==> src/design/fsra_pkg.sv <==
// Shared types and constants for the fenced ring staging allocator.
// No dependencies; every design module uses it by scoped names.
`default_nettype none

package fsra_pkg;

	localparam int unsigned BLOCK_BYTES = 4096;
	localparam int unsigned BLOCK_SHIFT = 12;
	localparam int unsigned CAP_W       = 20;
	localparam int unsigned POS_W       = 32;
	localparam int unsigned FENCE_W     = 64;

	localparam logic [CAP_W-1:0] CAP_RESET  = 20'd4096;
	localparam logic [POS_W-1:0] RING_LIMIT = 32'h8000_0000;

	localparam logic ACT_ALLOC = 1'b0;
	localparam logic ACT_FLUSH = 1'b1;

	typedef enum logic [1:0] {
		ST_OK        = 2'd0,
		ST_WAITED    = 2'd1,
		ST_EXHAUSTED = 2'd2,
		ST_OVERFLOW  = 2'd3
	} status_t;

	typedef enum logic [3:0] {
		S_IDLE,
		S_RET_RD,
		S_RET_CMP,
		S_SPACE,
		S_FIT,
		S_CHK_LO,
		S_CHK_HI,
		S_FL_PUSH,
		S_FL_RD,
		S_FL_OUT,
		S_FINISH
	} state_t;

	typedef struct packed {
		logic               action;
		logic [POS_W-1:0]   byte_size;
		logic [FENCE_W-1:0] completed_fence;
		logic [FENCE_W-1:0] issued_fence;
	} item_t;

	typedef struct packed {
		status_t            status;
		logic [POS_W-1:0]   offset;
		logic [FENCE_W-1:0] wait_fence;
		logic [FENCE_W-1:0] flush_fence;
	} result_t;

	// ring size in bytes, saturated at 2^31
	function automatic logic [POS_W-1:0] ring_bytes(input logic [CAP_W-1:0] blocks);
		logic [CAP_W+BLOCK_SHIFT-1:0] prod;
		prod = {blocks, {BLOCK_SHIFT{1'b0}}};
		if (prod > (CAP_W+BLOCK_SHIFT)'(RING_LIMIT)) begin
			return RING_LIMIT;
		end
		return prod[POS_W-1:0];
	endfunction

endpackage

`default_nettype wire

==> src/design/fsra_seg_mem.sv <==
// Segment store: start offset and fence per queued segment.
// One write port, one registered read port. Uses fsra_pkg.
`default_nettype none

module fsra_seg_mem #(
	parameter int unsigned DEPTH = 16
) (
	input  wire logic                              clk,
	input  wire logic                              we,
	input  wire logic [$clog2(DEPTH)-1:0]          waddr,
	input  wire logic [fsra_pkg::POS_W-1:0]        wstart,
	input  wire logic [fsra_pkg::FENCE_W-1:0]      wfence,
	input  wire logic [$clog2(DEPTH)-1:0]          raddr,
	output logic      [fsra_pkg::POS_W-1:0]        rstart,
	output logic      [fsra_pkg::FENCE_W-1:0]      rfence
);

	logic [fsra_pkg::POS_W-1:0]   start_mem [DEPTH];
	logic [fsra_pkg::FENCE_W-1:0] fence_mem [DEPTH];

	always_ff @(posedge clk) begin
		if (we) begin
			start_mem[waddr] <= wstart;
			fence_mem[waddr] <= wfence;
		end
		rstart <= start_mem[raddr];
		rfence <= fence_mem[raddr];
	end

endmodule

`default_nettype wire

==> src/design/fsra_cmp.sv <==
// Shared unsigned less-or-equal unit, reused by every compare step.
// Uses fsra_pkg for the operand width.
`default_nettype none

module fsra_cmp (
	input  wire logic [fsra_pkg::FENCE_W-1:0] a,
	input  wire logic [fsra_pkg::FENCE_W-1:0] b,
	output logic                              le
);

	assign le = (a <= b);

endmodule

`default_nettype wire

==> src/design/fsra_ctrl.sv <==
// Sequencer and state of the allocator: ring position, batch, segment queue.
// Drives the shared compare unit and the segment store. Uses fsra_pkg.
`default_nettype none

module fsra_ctrl #(
	parameter int unsigned MAX_SEGMENTS = 16
) (
	input  wire logic                                 clk,
	input  wire logic                                 arst_n,
	input  wire logic                                 start,
	input  wire fsra_pkg::item_t                      item,
	input  wire logic [fsra_pkg::POS_W-1:0]           cap_bytes,
	output logic                                      busy,
	output logic                                      done,
	output fsra_pkg::result_t                         result,
	output logic                                      mem_we,
	output logic [$clog2(MAX_SEGMENTS)-1:0]           mem_waddr,
	output logic [fsra_pkg::POS_W-1:0]                mem_wstart,
	output logic [fsra_pkg::FENCE_W-1:0]              mem_wfence,
	output logic [$clog2(MAX_SEGMENTS)-1:0]           mem_raddr,
	input  wire logic [fsra_pkg::POS_W-1:0]           mem_rstart,
	input  wire logic [fsra_pkg::FENCE_W-1:0]         mem_rfence,
	output logic [fsra_pkg::FENCE_W-1:0]              cmp_a,
	output logic [fsra_pkg::FENCE_W-1:0]              cmp_b,
	input  wire logic                                 cmp_le
);

	localparam int unsigned IDX_W = $clog2(MAX_SEGMENTS);
	localparam int unsigned CNT_W = $clog2(MAX_SEGMENTS + 1);
	localparam int unsigned SUM_W = CNT_W + 1;
	localparam int unsigned POS_W = fsra_pkg::POS_W;
	localparam int unsigned FW    = fsra_pkg::FENCE_W;

	localparam logic [SUM_W-1:0] MAX_SUM  = SUM_W'(MAX_SEGMENTS);
	localparam logic [IDX_W-1:0] LAST_IDX = IDX_W'(MAX_SEGMENTS - 1);
	localparam logic [CNT_W-1:0] FULL_CNT = CNT_W'(MAX_SEGMENTS);
	localparam logic [POS_W:0]   BLK_MASK = (POS_W+1)'(fsra_pkg::BLOCK_BYTES - 1);

	fsra_pkg::state_t state_q, state_nxt;

	logic [POS_W-1:0] wp_q;
	logic [POS_W-1:0] bb_q;
	logic             open_q;
	logic             fneed_q;
	logic [IDX_W-1:0] head_q;
	logic [CNT_W-1:0] count_q;
	logic             attempt_q;
	logic             wait_q;

	fsra_pkg::item_t   req_q;
	fsra_pkg::result_t res_q;
	logic [POS_W:0]    aligned_q;
	logic [FW-1:0]     limit_q;
	logic [POS_W-1:0]  space_q;
	logic [POS_W+1:0]  end_q;

	logic [POS_W:0]    aligned_in;
	logic [POS_W:0]    space_diff;
	logic [SUM_W-1:0]  tail_sum;
	logic [SUM_W-1:0]  last_sum;
	logic [IDX_W-1:0]  push_idx;
	logic [IDX_W-1:0]  last_idx;
	logic              queue_nz;
	logic              place;
	logic              pop;

	assign aligned_in = ({1'b0, item.byte_size} + BLK_MASK) & ~BLK_MASK;
	assign space_diff = {1'b0, cap_bytes} - {1'b0, wp_q};

	assign tail_sum = SUM_W'(head_q) + SUM_W'(count_q);
	assign last_sum = tail_sum - SUM_W'(1);
	assign push_idx = (tail_sum >= MAX_SUM) ? IDX_W'(tail_sum - MAX_SUM) : IDX_W'(tail_sum);
	assign last_idx = (last_sum >= MAX_SUM) ? IDX_W'(last_sum - MAX_SUM) : IDX_W'(last_sum);

	assign queue_nz = (count_q != '0);
	assign pop      = (state_q == fsra_pkg::S_RET_CMP) && queue_nz && cmp_le;
	assign place    = ((state_q == fsra_pkg::S_FIT) && cmp_le && !queue_nz) ||
	                  ((state_q == fsra_pkg::S_CHK_LO) && !cmp_le) ||
	                  (state_q == fsra_pkg::S_CHK_HI);

	// next state
	always_comb begin
		state_nxt = state_q;
		unique case (state_q)
			fsra_pkg::S_IDLE: begin
				if (start) begin
					if (item.action == fsra_pkg::ACT_FLUSH) begin
						if (fneed_q) begin
							state_nxt = fsra_pkg::S_FL_PUSH;
						end else if (queue_nz) begin
							state_nxt = fsra_pkg::S_FL_RD;
						end else begin
							state_nxt = fsra_pkg::S_FINISH;
						end
					end else begin
						state_nxt = fsra_pkg::S_RET_RD;
					end
				end
			end
			fsra_pkg::S_RET_RD: state_nxt = fsra_pkg::S_RET_CMP;
			fsra_pkg::S_RET_CMP: begin
				if (queue_nz && cmp_le) begin
					state_nxt = fsra_pkg::S_RET_RD;
				end else if (wait_q) begin
					state_nxt = fsra_pkg::S_FINISH;
				end else begin
					state_nxt = fsra_pkg::S_SPACE;
				end
			end
			fsra_pkg::S_SPACE: state_nxt = fsra_pkg::S_FIT;
			fsra_pkg::S_FIT: begin
				if (cmp_le) begin
					state_nxt = queue_nz ? fsra_pkg::S_CHK_LO : fsra_pkg::S_FINISH;
				end else begin
					state_nxt = attempt_q ? fsra_pkg::S_FINISH : fsra_pkg::S_SPACE;
				end
			end
			fsra_pkg::S_CHK_LO: state_nxt = cmp_le ? fsra_pkg::S_CHK_HI : fsra_pkg::S_FINISH;
			// end of span at or below the segment start: no overlap
			fsra_pkg::S_CHK_HI: state_nxt = cmp_le ? fsra_pkg::S_FINISH : fsra_pkg::S_RET_RD;
			fsra_pkg::S_FL_PUSH: state_nxt = fsra_pkg::S_FINISH;
			fsra_pkg::S_FL_RD:   state_nxt = fsra_pkg::S_FL_OUT;
			fsra_pkg::S_FL_OUT:  state_nxt = fsra_pkg::S_FINISH;
			fsra_pkg::S_FINISH:  state_nxt = fsra_pkg::S_IDLE;
			default:             state_nxt = fsra_pkg::S_IDLE;
		endcase
	end

	// outputs and shared-unit operands
	always_comb begin
		busy       = (state_q != fsra_pkg::S_IDLE);
		done       = (state_q == fsra_pkg::S_FINISH);
		result     = res_q;
		mem_we     = (state_q == fsra_pkg::S_FL_PUSH) && (count_q != FULL_CNT);
		mem_waddr  = push_idx;
		mem_wstart = bb_q;
		mem_wfence = req_q.issued_fence;
		mem_raddr  = (state_q == fsra_pkg::S_FL_RD) ? last_idx : head_q;
		cmp_a      = '0;
		cmp_b      = '0;
		unique case (state_q)
			fsra_pkg::S_RET_CMP: begin
				cmp_a = mem_rfence;
				cmp_b = limit_q;
			end
			fsra_pkg::S_FIT: begin
				cmp_a = FW'(aligned_q);
				cmp_b = FW'(space_q);
			end
			fsra_pkg::S_CHK_LO: begin
				cmp_a = FW'(wp_q);
				cmp_b = FW'(mem_rstart);
			end
			fsra_pkg::S_CHK_HI: begin
				cmp_a = FW'(end_q);
				cmp_b = FW'(mem_rstart);
			end
			default: begin
				cmp_a = '0;
				cmp_b = '0;
			end
		endcase
	end

	// control state
	always_ff @(posedge clk or negedge arst_n) begin
		if (!arst_n) begin
			state_q   <= fsra_pkg::S_IDLE;
			wp_q      <= '0;
			bb_q      <= '0;
			open_q    <= 1'b0;
			fneed_q   <= 1'b0;
			head_q    <= '0;
			count_q   <= '0;
			attempt_q <= 1'b0;
			wait_q    <= 1'b0;
		end else begin
			state_q <= state_nxt;
			if (state_q == fsra_pkg::S_IDLE && start) begin
				attempt_q <= 1'b0;
				wait_q    <= 1'b0;
				if (item.action == fsra_pkg::ACT_ALLOC && !open_q) begin
					open_q <= 1'b1;
					bb_q   <= wp_q;
				end
			end
			if (pop) begin
				head_q  <= (head_q == LAST_IDX) ? '0 : head_q + IDX_W'(1);
				count_q <= count_q - CNT_W'(1);
			end
			// wrap once to the ring start
			if (state_q == fsra_pkg::S_FIT && !cmp_le && !attempt_q) begin
				wp_q      <= '0;
				bb_q      <= '0;
				attempt_q <= 1'b1;
			end
			if (place) begin
				wp_q    <= wp_q + aligned_q[POS_W-1:0];
				fneed_q <= 1'b1;
			end
			if (state_q == fsra_pkg::S_CHK_HI && !cmp_le) begin
				wait_q <= 1'b1;
			end
			if (state_q == fsra_pkg::S_FL_PUSH) begin
				open_q  <= 1'b0;
				fneed_q <= 1'b0;
				if (count_q != FULL_CNT) begin
					count_q <= count_q + CNT_W'(1);
				end
			end
		end
	end

	// item and result payload
	always_ff @(posedge clk) begin
		if (state_q == fsra_pkg::S_IDLE && start) begin
			req_q     <= item;
			aligned_q <= aligned_in;
			limit_q   <= item.completed_fence;
			res_q     <= '0;
		end
		if (state_q == fsra_pkg::S_SPACE) begin
			space_q <= space_diff[POS_W] ? '0 : space_diff[POS_W-1:0];
			end_q   <= {2'b00, wp_q} + {1'b0, aligned_q};
		end
		if (state_q == fsra_pkg::S_FIT && !cmp_le && attempt_q) begin
			res_q.status <= fsra_pkg::ST_EXHAUSTED;
			res_q.offset <= '0;
		end
		if (place) begin
			res_q.offset <= wp_q;
		end
		if (state_q == fsra_pkg::S_CHK_HI && !cmp_le) begin
			res_q.status     <= fsra_pkg::ST_WAITED;
			res_q.wait_fence <= mem_rfence;
			limit_q          <= mem_rfence;
		end
		if (state_q == fsra_pkg::S_FL_PUSH) begin
			res_q.flush_fence <= req_q.issued_fence;
			if (count_q == FULL_CNT) begin
				res_q.status <= fsra_pkg::ST_OVERFLOW;
			end
		end
		if (state_q == fsra_pkg::S_FL_OUT) begin
			res_q.flush_fence <= mem_rfence;
		end
	end

endmodule

`default_nettype wire

==> src/design/fenced_ring_staging_allocator_top.sv <==
// Top level of the fenced ring staging allocator: ring size register,
// sequencer, shared compare unit and segment store. Uses fsra_pkg.
//
//   port group            dir  handshake           payload
//   start / busy          in   start & !busy       item     (fsra_pkg::item_t)
//   done                  out  one-cycle strobe    result   (fsra_pkg::result_t)
//   cfg_we                in   write on cfg_we     cfg_wdata (capacity_blocks)
//
// An allocate beat reads and compares the oldest segment, retiring each one
// whose fence is complete, then runs the space and fit steps, again after a
// ring wrap, then the low and high overlap checks when segments remain queued;
// an overlap retires segments up to its fence. The compare unit and the one-read
// segment store set these steps. A flush pushes the batch or reads the newest one.
// Reset clears the sequencer, ring position and queue pointers; the segment
// store is not cleared and needs no clearing pass. busy is high from the cycle
// after acceptance until the result strobe; done cannot be held off.
`default_nettype none

module fenced_ring_staging_allocator_top #(
	parameter int unsigned MAX_SEGMENTS = 16
) (
	input  wire logic                           clk,
	input  wire logic                           arst_n,
	input  wire logic                           start,
	input  wire fsra_pkg::item_t                item,
	output logic                                busy,
	output logic                                done,
	output fsra_pkg::result_t                   result,
	input  wire logic                           cfg_we,
	input  wire logic [fsra_pkg::CAP_W-1:0]     cfg_wdata
);

	localparam int unsigned IDX_W = $clog2(MAX_SEGMENTS);

	logic [fsra_pkg::POS_W-1:0]   cap_q;
	logic                         mem_we;
	logic [IDX_W-1:0]             mem_waddr;
	logic [IDX_W-1:0]             mem_raddr;
	logic [fsra_pkg::POS_W-1:0]   mem_wstart;
	logic [fsra_pkg::POS_W-1:0]   mem_rstart;
	logic [fsra_pkg::FENCE_W-1:0] mem_wfence;
	logic [fsra_pkg::FENCE_W-1:0] mem_rfence;
	logic [fsra_pkg::FENCE_W-1:0] cmp_a;
	logic [fsra_pkg::FENCE_W-1:0] cmp_b;
	logic                         cmp_le;

	// hold the ring size in bytes, saturated
	always_ff @(posedge clk or negedge arst_n) begin
		if (!arst_n) begin
			cap_q <= fsra_pkg::ring_bytes(fsra_pkg::CAP_RESET);
		end else if (cfg_we) begin
			cap_q <= fsra_pkg::ring_bytes(cfg_wdata);
		end
	end

	fsra_ctrl #(
		.MAX_SEGMENTS(MAX_SEGMENTS)
	) u_ctrl (
		.clk        (clk),
		.arst_n     (arst_n),
		.start      (start),
		.item       (item),
		.cap_bytes  (cap_q),
		.busy       (busy),
		.done       (done),
		.result     (result),
		.mem_we     (mem_we),
		.mem_waddr  (mem_waddr),
		.mem_wstart (mem_wstart),
		.mem_wfence (mem_wfence),
		.mem_raddr  (mem_raddr),
		.mem_rstart (mem_rstart),
		.mem_rfence (mem_rfence),
		.cmp_a      (cmp_a),
		.cmp_b      (cmp_b),
		.cmp_le     (cmp_le)
	);

	fsra_cmp u_cmp (
		.a  (cmp_a),
		.b  (cmp_b),
		.le (cmp_le)
	);

	fsra_seg_mem #(
		.DEPTH(MAX_SEGMENTS)
	) u_seg_mem (
		.clk    (clk),
		.we     (mem_we),
		.waddr  (mem_waddr),
		.wstart (mem_wstart),
		.wfence (mem_wfence),
		.raddr  (mem_raddr),
		.rstart (mem_rstart),
		.rfence (mem_rfence)
	);

endmodule

`default_nettype wire

==> config.mk <==
export PLATFORM = sky130hd
export DESIGN_NAME = fenced_ring_staging_allocator_top
export DESIGN_NICKNAME = d
export VERILOG_FILES = /design/src/design/fsra_pkg.sv /design/src/design/fsra_seg_mem.sv /design/src/design/fsra_cmp.sv /design/src/design/fsra_ctrl.sv /design/src/design/fenced_ring_staging_allocator_top.sv
export SDC_FILE = /design/constraint.sdc
export NUM_CORES = 2
export LEC_CHECK = 0
export BUFFER_PORTS_ARGS = -buffer_cell sky130_fd_sc_hd__buf_2
export CELL_PAD_IN_SITES_DETAIL_PLACEMENT = 0
export CELL_PAD_IN_SITES_GLOBAL_PLACEMENT = 2
export CORE_UTILIZATION = 31
export CTS_BUF_LIST = sky130_fd_sc_hd__clkbuf_8
export DETAILED_ROUTE_END_ITERATION = 7
export PLACE_DENSITY = 0.56
export SLEW_MARGIN = 20
export SYNTH_ARGS = -nofsm -noshare
export SYNTH_HDL_FRONTEND = slang
export SYNTH_SLANG_ARGS = --single-unit
==> constraint.sdc <==
create_clock -name clk -period 7.8 [get_ports clk]
set_clock_uncertainty 0.1 [all_clocks]
set_input_delay 0.39 -clock clk [delete_from_list [all_inputs] [get_ports clk]]
set_output_delay 0.39 -clock clk [all_outputs]
set_load 0.03 [all_outputs]
==> flow_summary.toml <==
[setup_path]
crit_arrival_ns = 6.95
worstSetupPathType = "flop to flop"
r2r_cells = 14
worstPathRequired_ns = 8.32
cp-start-kind = "flop"
end_kind = "flop"
cp_max_fo = 66

[layout]
nNetsFinal = 5158
fill_cells = 22265
drive_gt1_share_pct = 24.3
finalCoreUtilization_pct = 37.5
area_growth_pct = 20.3

[route]
drtAntennaViolNets = 0
drt-pass1-iter-count = 8
via_per_inst = 4.95
drc = 40
drtIter0Drc = 2840
drt_wl_total_um = 228000
avgRoutedWirePerCell_um = 27.5
vias = 40996

[hold_path]
hold_depth = 2
hold_class = "input port to flop"

[synth]
yosys.cell_types.count = 77
synthTopCellsByArea = "edfxtp_1 69%, mux4_2 10%, dfrtp_1 2.6%"
netlist_top_cells_count = "1700 x edfxtp_1, 340 x mux4_2, 175 x a21oi_1, 160 x nand2_1, 116 x ha_1"
seq_area_frac_synth_pct = 73.7
synth_most_common_cell = "edfxtp_1"
synth_nets = 4317
yosys.area.top_type_share_pct = 68.7
ys_warn_count = 0
ys_async_sr_fraction_pct = 4.18
synth_edf_count = 1700
ys_ff_latch = 1865
syn_area_per_cell_sq_um = 18.5
synth_area_sq_um = 74300
yosysTopAreaCell = "edfxtp_1"
synth_cells = 4014
synth_flop_cell = "edfxtp_1"

[placement]
gp_congestion = 0.804
hpwl_um = 129000
portBuffers = 348

[power]
power.density_nw_per_um2 = 379
power.leakage_nw = 31.8
peakVddDrop_v = 0.000328

[timing]
fin_tns_setup_ns = 0
slew-limit-headroom_pct = 32.7
setup_viol = 0
rsz0062_at_grt = "false"
worstMarginPinSlew_ns = 1.01
drv_slew = 0
clock.fmax_mhz = 155
finalHoldViolations = 0
fin_crit_ns = 6.43
period_share_pct = 82.5

[clocking]
cts.sinks = 1865
cts_tree = "done"
clk_latency_ns = 1.07
cts-resized-gates = 0
cts_max_path_buffers = 4
h-tree-depth = 5
cts_buffers = 340
cts.clk_slew.worst_paths_ns = 0.06
root_buffer = "clkbuf_8"

[grt]
grt.overflow.total = 0
track_usage_pct = 18.6
grt_pass1_wl_um = 321000
grt_pass1_vias = 42671
antenna_found_initial = 23
grt_start_max_net_pins = 129

[die]
coreArea_sq_um = 238000
fp.dieH_um = 492
io-pin-count = 349
fp.dieW_um = 492
start_util_pct = 31.2
num_rows = 179
dieArea_sq_um = 242000

[outcome]
violations = "DRC"
status = "finished, violations left"

[job]
cap_violations = 0
==> flip-flops by register name, summed over array words and instances, names as in the netlist, 4 cells and up <==
signal               flops
cap_q                   20
u_ctrl.aligned_q        21
u_ctrl.count_q           5
u_ctrl.end_q            22
u_ctrl.head_q            4
u_ctrl.limit_q          64
u_ctrl.mem_wfence       64
u_ctrl.mem_wstart       21
u_ctrl.result          151
u_ctrl.space_q          20
u_ctrl.state_q           4
u_ctrl.wp_q             20
u_seg_mem.fence_mem   1024
u_seg_mem.rfence        64
u_seg_mem.rstart        21
u_seg_mem.start_mem    336
==> final timing paths <==
| check | slack (ns) | to | from |
|---|---|---|---|
| worst max-delay path | 1.37 | u_ctrl.limit_q[17] | u_ctrl.state_q[0] |
| worst min-delay path | 0.08 | u_ctrl.mem_wfence[63] | item[63] |
| worst max register to register | 1.37 | u_ctrl.limit_q[17] | u_ctrl.state_q[0] |
| worst min register to register | 0.44 | u_ctrl.attempt_q | u_ctrl.attempt_q |
| max in group asynchronous | 6.37 | u_ctrl.wp_q[15] | arst_n |
| min in group asynchronous | 0.30 | u_ctrl.wp_q[29] | arst_n |
==> cell families (layout without fill, tap and decap cells) <==
family / after synthesis / after routing / synth area share [%]
flip-flops: 1865 / 1865 / 73.7
buffers and inverters: 310 / 1408 / 1.97
AO/OA/AOI/OAI: 615 / 615 / 5.64
adder cells (fa/ha/maj): 118 / 118 / 2.01
multiplexers: 452 / 452 / 11.8
XOR/XNOR: 63 / 63 / 0.742
other: 1 / 11 / 0.00505
AND/OR/NAND/NOR: 590 / 590 / 4.15
==> placed cells by master (no fill, tap or decap), types with 94 or more instances in the layout <==
cell              n
edfxtp_1       1700
dlygate4sd3_1   308
mux4_2          340
a21oi_1         174
nor2b_1          94
ha_1            116
buf_2           347
clkbuf_8        374
nand2_1         159
inv_1           211
mux2i_1         107
==> layer usage <==
| metal | vias up | share of wire [%] | global-route usage, % |
|---|---|---|---|
| met5 | - | 0.0057 | 0 |
| met4 | 2 | 2.9 | 5.99 |
| met3 | 366 | 4.4 | 2.89 |
| met2 | 1081 | 48 | 30.6 |
| met1 | 21629 | 44 | 25.2 |
| li1 | 17918 | - | - |
==> critical path, cell delays in order, from the launching register on <==
cell and delay [ns]:
dfrtp_1 0.48, nand2b_1 0.31, nor3_2 0.19, buf_4 0.53, nand2_1 0.13, ha_1 0.34, nand4_2 0.14, nor4_2 0.75
nor4b_4 0.59, a211oi_1 0.31, o21ai_2 0.20, o21ba_4 0.56, nand2_4 0.10, nand2_4 0.65, buf_4 0.59
==> stage by stage <==
step	total power, mW	setup WS, ns	area [sq um]	std cells	hold slack (ns)
after CTS	34.4	1.36	89400	8279	0.000921
after detailed placement	25.4	1.38	79900	7371	0.240
final	33.8	1.37	89400	8289	0.0762
after floorplan	21.4	0.527	74300	4014	-0.00559
after global placement	25.4	1.48	79900	7371	0.234
after global routing	35.6	1.04	89400	8285	0.0147
==> timing repair <==
| item | in CTS | in global routing |
|---|---|---|
| endpoints found under the hold margin | 274 | 0 |
| hold buffers | 309 | 0 |
| buffers inserted | 0 | 0 |
==> power by group <==
group | total, mW | switching [mW] | leakage [nW] | internal [mW]
Clock | 8.77 | 4.06 | 3.72 | 4.71
Combinational | 11.1 | 6.62 | 10.8 | 4.49
Sequential | 14.0 | 1.44 | 17.3 | 12.5
Total | 33.8 | 12.1 | 31.8 | 21.7
==> area by class of cell <==
class | instances | area (sq um) | share of cell area [%]
Inverter | 86 | 328 | 0.367
Multi-Input combinational cell | 1839 | 18400 | 20.5
Antenna cell | 10 | 25.0 | 0.0280
Sequential cell | 1865 | 54700 | 61.2
Clock inverter | 225 | 1200 | 1.34
Tap cell | 3167 | 3960 | 4.43
Clock buffer | 374 | 5150 | 5.76
Timing Repair Buffer | 723 | 5630 | 6.30
Note: power is estimated with default switching activity, not from simulation.
